## src/hdl/sxpd_pkg.sv

```systemverilog
// Shared types and constants for the sync-word XOR packet deframer.
`timescale 1ns / 1ps

package sxpd_pkg;

	localparam int PACKET_BYTES_DEF = 14;

	localparam int CFG_IDX_W  = 2;
	localparam int CFG_DATA_W = 16;

	localparam logic [CFG_IDX_W-1:0] REG_SYNC_FIRST  = 2'd0;
	localparam logic [CFG_IDX_W-1:0] REG_SYNC_SECOND = 2'd1;
	localparam logic [CFG_IDX_W-1:0] REG_NO_LINE     = 2'd2;

	localparam logic [7:0]  SYNC_FIRST_RST  = 8'hAA;
	localparam logic [7:0]  SYNC_SECOND_RST = 8'h55;
	localparam logic [15:0] NO_LINE_RST     = 16'd250;

	localparam int FLAG_OBSTACLE_BIT = 0;
	localparam int FLAG_WALL_BIT     = 1;
	localparam int FLAG_COLOR_LSB    = 2;

	typedef struct packed {
		logic at_check;   // next byte is the checksum
		logic good;       // checksum byte taken and it matches
	} frame_stat_t;

endpackage

```

## src/hdl/sxpd_frame.sv

```systemverilog
// Sync hunt, payload capture and running XOR for one packet.
`timescale 1ns / 1ps

module sxpd_frame
	import sxpd_pkg::*;
#(
	parameter int PACKET_BYTES = PACKET_BYTES_DEF,
	localparam int PAYLOAD_BYTES = PACKET_BYTES - 3
) (
	input  logic                          clk,
	input  logic                          arst_n,
	input  logic                          step,
	input  logic [7:0]                    rx_byte,
	input  logic [7:0]                    sync_first,
	input  logic [7:0]                    sync_second,
	output logic [PAYLOAD_BYTES-1:0][7:0] payload,
	output frame_stat_t                   stat
);

	localparam int POS_W = $clog2(PACKET_BYTES);
	localparam logic [POS_W-1:0] POS_HUNT  = POS_W'(0);
	localparam logic [POS_W-1:0] POS_SYNC1 = POS_W'(1);
	localparam logic [POS_W-1:0] POS_DATA0 = POS_W'(2);
	localparam logic [POS_W-1:0] POS_CHECK = POS_W'(PACKET_BYTES - 1);

	logic [POS_W-1:0]              pos_q;
	logic [7:0]                    xor_q;
	logic [PAYLOAD_BYTES-1:0][7:0] store_q;
	logic [POS_W-1:0]              wr_idx;
	logic                          in_data;

	assign in_data = (pos_q >= POS_DATA0) && (pos_q < POS_CHECK);
	assign wr_idx  = pos_q - POS_DATA0;

	assign stat.at_check = (pos_q == POS_CHECK);
	assign stat.good     = step && (pos_q == POS_CHECK) && (rx_byte == xor_q);
	assign payload       = store_q;

	always_ff @(posedge clk or negedge arst_n) begin
		if (!arst_n) begin
			pos_q <= POS_HUNT;
			xor_q <= 8'd0;
		end else if (step) begin
			priority if (pos_q == POS_SYNC1) begin
				if (rx_byte == sync_second) begin
					pos_q <= POS_DATA0;
					xor_q <= 8'd0;
				end else if (rx_byte != sync_first) begin
					pos_q <= POS_HUNT;
				end
			end else if (in_data) begin
				xor_q <= xor_q ^ rx_byte;
				pos_q <= pos_q + POS_W'(1);
			end else if (pos_q == POS_CHECK) begin
				pos_q <= POS_HUNT;
			end else begin
				pos_q <= (rx_byte == sync_first) ? POS_SYNC1 : POS_HUNT;
			end
		end
	end

	always_ff @(posedge clk) begin
		for (int i = 0; i < PAYLOAD_BYTES; i++) begin
			if (step && in_data && (wr_idx == POS_W'(i))) begin
				store_q[i] <= rx_byte;
			end
		end
	end

endmodule

```

## src/hdl/sync_xor_packet_deframer.sv

```systemverilog
// Top level of the sync-word framed packet receiver with XOR checksum.
// Latency: a result is presented in the cycle after its checksum byte is accepted.
// Throughput: one byte per cycle; in_ready drops only while the checksum byte is
//   due and the previous result is still held in the output register with out_ready low.
// Reset: configuration returns to its defaults, the receiver hunts for sync and
//   no result is pending; the payload bytes are undefined until received.
`timescale 1ns / 1ps

module sync_xor_packet_deframer
	import sxpd_pkg::*;
#(
	parameter int PACKET_BYTES = PACKET_BYTES_DEF
) (
	input  logic                  clk,
	input  logic                  arst_n,
	input  logic                  cfg_we,
	input  logic [CFG_IDX_W-1:0]  cfg_idx,
	input  logic [CFG_DATA_W-1:0] cfg_wdata,
	input  logic                  in_valid,
	output logic                  in_ready,
	input  logic [7:0]            rx_byte,
	output logic                  out_valid,
	input  logic                  out_ready,
	output logic [15:0]           obstacle_x,
	output logic [15:0]           obstacle_y,
	output logic [15:0]           wall_x,
	output logic [15:0]           wall_y,
	output logic [15:0]           line_bottom_y,
	output logic [7:0]            flag_byte,
	output logic                  obstacle_seen,
	output logic                  wall_seen,
	output logic [1:0]            obstacle_color,
	output logic                  line_seen
);

	localparam int PAYLOAD_BYTES = PACKET_BYTES - 3;

	logic [7:0]                    sync_first_q;
	logic [7:0]                    sync_second_q;
	logic [15:0]                   no_line_q;
	logic [PAYLOAD_BYTES-1:0][7:0] payload;
	frame_stat_t                   stat;
	logic                          step;
	logic                          out_valid_q;
	logic [15:0]                   bottom;

	always_ff @(posedge clk or negedge arst_n) begin
		if (!arst_n) begin
			sync_first_q  <= SYNC_FIRST_RST;
			sync_second_q <= SYNC_SECOND_RST;
			no_line_q     <= NO_LINE_RST;
		end else if (cfg_we) begin
			unique case (cfg_idx)
				REG_SYNC_FIRST:  sync_first_q  <= cfg_wdata[7:0];
				REG_SYNC_SECOND: sync_second_q <= cfg_wdata[7:0];
				REG_NO_LINE:     no_line_q     <= cfg_wdata[15:0];
				default: ;
			endcase
		end
	end

	assign in_ready = !out_valid_q || out_ready || !stat.at_check;
	assign step     = in_valid && in_ready;

	sxpd_frame #(
		.PACKET_BYTES(PACKET_BYTES)
	) u_frame (
		.clk        (clk),
		.arst_n     (arst_n),
		.step       (step),
		.rx_byte    (rx_byte),
		.sync_first (sync_first_q),
		.sync_second(sync_second_q),
		.payload    (payload),
		.stat       (stat)
	);

	assign bottom = {payload[8], payload[9]};

	always_ff @(posedge clk or negedge arst_n) begin
		if (!arst_n) begin
			out_valid_q <= 1'b0;
		end else if (stat.good) begin
			out_valid_q <= 1'b1;
		end else if (out_ready) begin
			out_valid_q <= 1'b0;
		end
	end

	always_ff @(posedge clk) begin
		if (stat.good) begin
			obstacle_x     <= {payload[0], payload[1]};
			obstacle_y     <= {payload[2], payload[3]};
			wall_x         <= {payload[4], payload[5]};
			wall_y         <= {payload[6], payload[7]};
			line_bottom_y  <= bottom;
			flag_byte      <= payload[10];
			obstacle_seen  <= payload[10][FLAG_OBSTACLE_BIT];
			wall_seen      <= payload[10][FLAG_WALL_BIT];
			obstacle_color <= payload[10][FLAG_COLOR_LSB +: 2];
			line_seen      <= (bottom != no_line_q);
		end
	end

	assign out_valid = out_valid_q;

endmodule

```

## config.mk

```make
export PLATFORM = sky130hd
export DESIGN_NAME = sync_xor_packet_deframer
export DESIGN_NICKNAME = d
export VERILOG_FILES = /design/src/hdl/sxpd_pkg.sv /design/src/hdl/sxpd_frame.sv /design/src/hdl/sync_xor_packet_deframer.sv
export SDC_FILE = /design/constraint.sdc
export NUM_CORES = 1
export LEC_CHECK = 0
export ABC_AREA = 1
export BUFFER_PORTS_ARGS = -buffer_cell sky130_fd_sc_hd__buf_2
export CORE_ASPECT_RATIO = 1.2
export CORE_MARGIN = 2
export CORE_UTILIZATION = 60
export CTS_CLUSTER_SIZE = 40
export DETAILED_ROUTE_END_ITERATION = 16
export PLACE_DENSITY = 0.82
export SYNTH_ARGS = -nofsm -noshare
export SYNTH_HDL_FRONTEND = slang
export SYNTH_SLANG_ARGS = --single-unit
```

## constraint.sdc

```tcl
create_clock -name clk -period 16 [get_ports clk]
set_clock_uncertainty 0.1 [all_clocks]
set_input_delay 0.8 -clock clk [delete_from_list [all_inputs] [get_ports clk]]
set_output_delay 0.8 -clock clk [all_outputs]
set_load 0.01 [all_outputs]
```

==> metrics <==
DR vias/cell=5.147; post-route minimum period=~3.6 ns; Std-Cell Core Area=between 10,000 and 15,000 µm²; Clock Tree Buf Depth=3; share of cells above drive strength 1=27.79%; die area=14,510 µm²; clock transition at the registers of the reported paths=0.06 ns; pin count of the biggest net entering global routing=between 60 and 70; # Max-Cap Violations=0; Die Height=131.6 µm; Peak supply drop=slightly above 0.1 mV; Top FF cell, synth=edfxtp_1; FILL cells=a little over 800; fraction of registers with async set/reset=20.27%; Tcrit/Tclk final=about 22%; area grow syn2layout=16.76%; Yosys reg bits=222; sequential fraction of the synthesis area=79.39%; endpoints failing setup=0; commonest non-fill, non-tap cell in the layout=edfxtp_1; Placer Congestion=0.8622; Power Density=122.3 nW/µm²; vias in the first global route=between 4,000 and 5,000; port bufs=roughly 130; overall global routing resource usage=between 20% and 30%; Synth area leaders=edfxtp_1 65%, dfrtp_1 9.5%, nand2_1 5.8%, dfstp_2 4.5%, xnor2_1 2.4%; DRC=0; share of the synthesized area in the top cell type=65.33%; overall routed net length=14.74 mm; WHS=0.3125 ns; Mean Syn Cell Area=between 10 and 15 µm²; cts-stage hold buffer count=0; distinct cell type count after synthesis=31; Crit. End Element=register; Final Core Density=71.76%; WS Path Type=reg2reg; CTS Sinks=222; P_leak=3.757 nW; Mapped Cells=548; Net count, final=between 700 and 800; outcome=complete, no violations; first-pass GRT wire length=23.22 mm; Post-synth EDFFs=177; required time of the critical path=16.02 ns; CTS root buf=clkbuf_16; CTS tree=yes; per-cell routed wire length=17.02 µm; post-synth top area cell=edfxtp_1; startpoint types=register; setup_tns=0 ns; antenna violations before repair=0; Num CTS Buffers=20; Max-slew headroom=23.33%; crit path DAT=3.61 ns; Initial Utilization=61.46%; # Post-CTS Setup Buffers=0; worst slew pin tran=1.141 ns; footprint of the multi-input gates=approximately 1400 µm²; 1st-pass router iterations=5; Max Slew Vio Count=0; Reg area=6459 µm²; GRT overflow=0; Antenna Nets Post-Route=0; Ys Warns=0; via count=approximately 4,500; Max Clk Rate=278.4 MHz; initial drt markers=269; syn_nets=585; I/O Pins=126; n_diodes=0; DP HPWL=9.999 mm; synthesized area=8135 µm²; row cnt=46; H-tree depth=1; worst-skew pair later-pin latency=0.49 ns; RSZ-0062 raised after global routing=false; worst-path fanout max=60; most frequent cells in the layout=177 x edfxtp_1, 125 x nand2_1, 125 x buf_2, 49 x inv_1, 31 x dfrtp_1; hold crit path type=reg2reg; post_cts resized=0; chip width=110.3 µm; Final Hold Violating Endpoints=0
-- critical path, cell delays in order, from the launching register on --
cell and delay, ns:
dfrtp_1 0.44, inv_1 0.11, ha_1 0.25, nand3_2 0.13, inv_2 0.06, a21boi_4 0.40
nand3_1 0.23, nor2_4 0.75, buf_4 0.70
-- synthesized netlist by cell type, drive strengths merged (8+ instances only) --
| library cell | count |
|---|---|
| edfxtp | 177 |
| nand2 | 129 |
| inv | 52 |
| dfrtp | 31 |
| nor2 | 24 |
| o21ai | 24 |
| xnor2 | 22 |
| nand3 | 17 |
| dfstp | 14 |
| nor3 | 12 |
| nand4 | 9 |
| buf | 8 |
| mux2 | 8 |
-- stage by stage --
stage	setup WS (ns)	power (mW)	cells	cell area [µm²]
final	12.41	1.161	866	9499
after global routing	12.15	1.208	866	9499
after CTS	12.40	1.169	866	9499
after detailed placement	12.40	0.7491	831	8910
after global placement	12.48	0.7439	831	8910
after floorplan	10.38	0.7233	548	8135
-- state kept, by name (all words and copies together) (netlist names), 8 cells and up --
name             flops
obstacle_y          16
flag_byte            8
wall_x              16
u_frame.payload     88
obstacle_x          16
line_bottom_y       16
u_frame.xor_q        8
sync_first_q         8
no_line_q           16
wall_y              16
sync_second_q        8
-- layout make-up --
type	instances	share of cell area [%]
Clock buffer	24	5.427
Tap cell	168	2.213
Sequential cell	222	67.99
Multi-Input combinational cell	263	14.87
Inverter	52	2.055
Timing Repair Buffer	126	6.665
Clock inverter	11	0.7771
-- cell families (layout without fill, tap and decap cells) --
family | count (synthesis) | after routing | synth area share (%)
muxes | 8 | 8 | 1.107
adders and majority gates | 6 | 6 | 0.9228
DFF | 222 | 222 | 79.39
buffers and inverters | 63 | 213 | 3.337
xor gates and xnor gates | 27 | 27 | 2.907
and+or+nand+nor | 195 | 195 | 10.46
AOI/OAI and AO/OA | 27 | 27 | 1.877
-- power by group --
group / leakage (nW) / switching, mW / internal (mW) / total, mW
logic: 1.35 / 0.0426 / 0.0313 / 0.0740
registers: 2.12 / 0.0175 / 0.647 / 0.664
clock network: 0.279 / 0.191 / 0.232 / 0.423
-- worst paths after layout --
kind                                           from          endpoint  slack [ns]  cells past startpoint
worst max-delay path               u_frame.pos_q[1]      flag_byte[4]       12.41                      8
worst min-delay path            u_frame.payload[80]      flag_byte[0]        0.31                      0
worst max register to register     u_frame.pos_q[1]      flag_byte[4]       12.41                      8
worst min register to register  u_frame.payload[80]      flag_byte[0]        0.31                      0
max in group asynchronous                    arst_n  sync_second_q[5]       14.79                      1
min in group asynchronous                    arst_n     no_line_q[12]        0.37                      1
-- per-layer routing --
layer | vias to the layer above | wire, µm | GRT usage, %
li1 | 2149 | - | -
met1 | 2137 | 5685 | 27.16
met2 | 145 | 7768 | 36.81
met3 | 26 | 904 | 3.075
met4 | 0 | 381 | 7.014
met5 | - | 0 | 0
(Power assumes the default switching activity.)
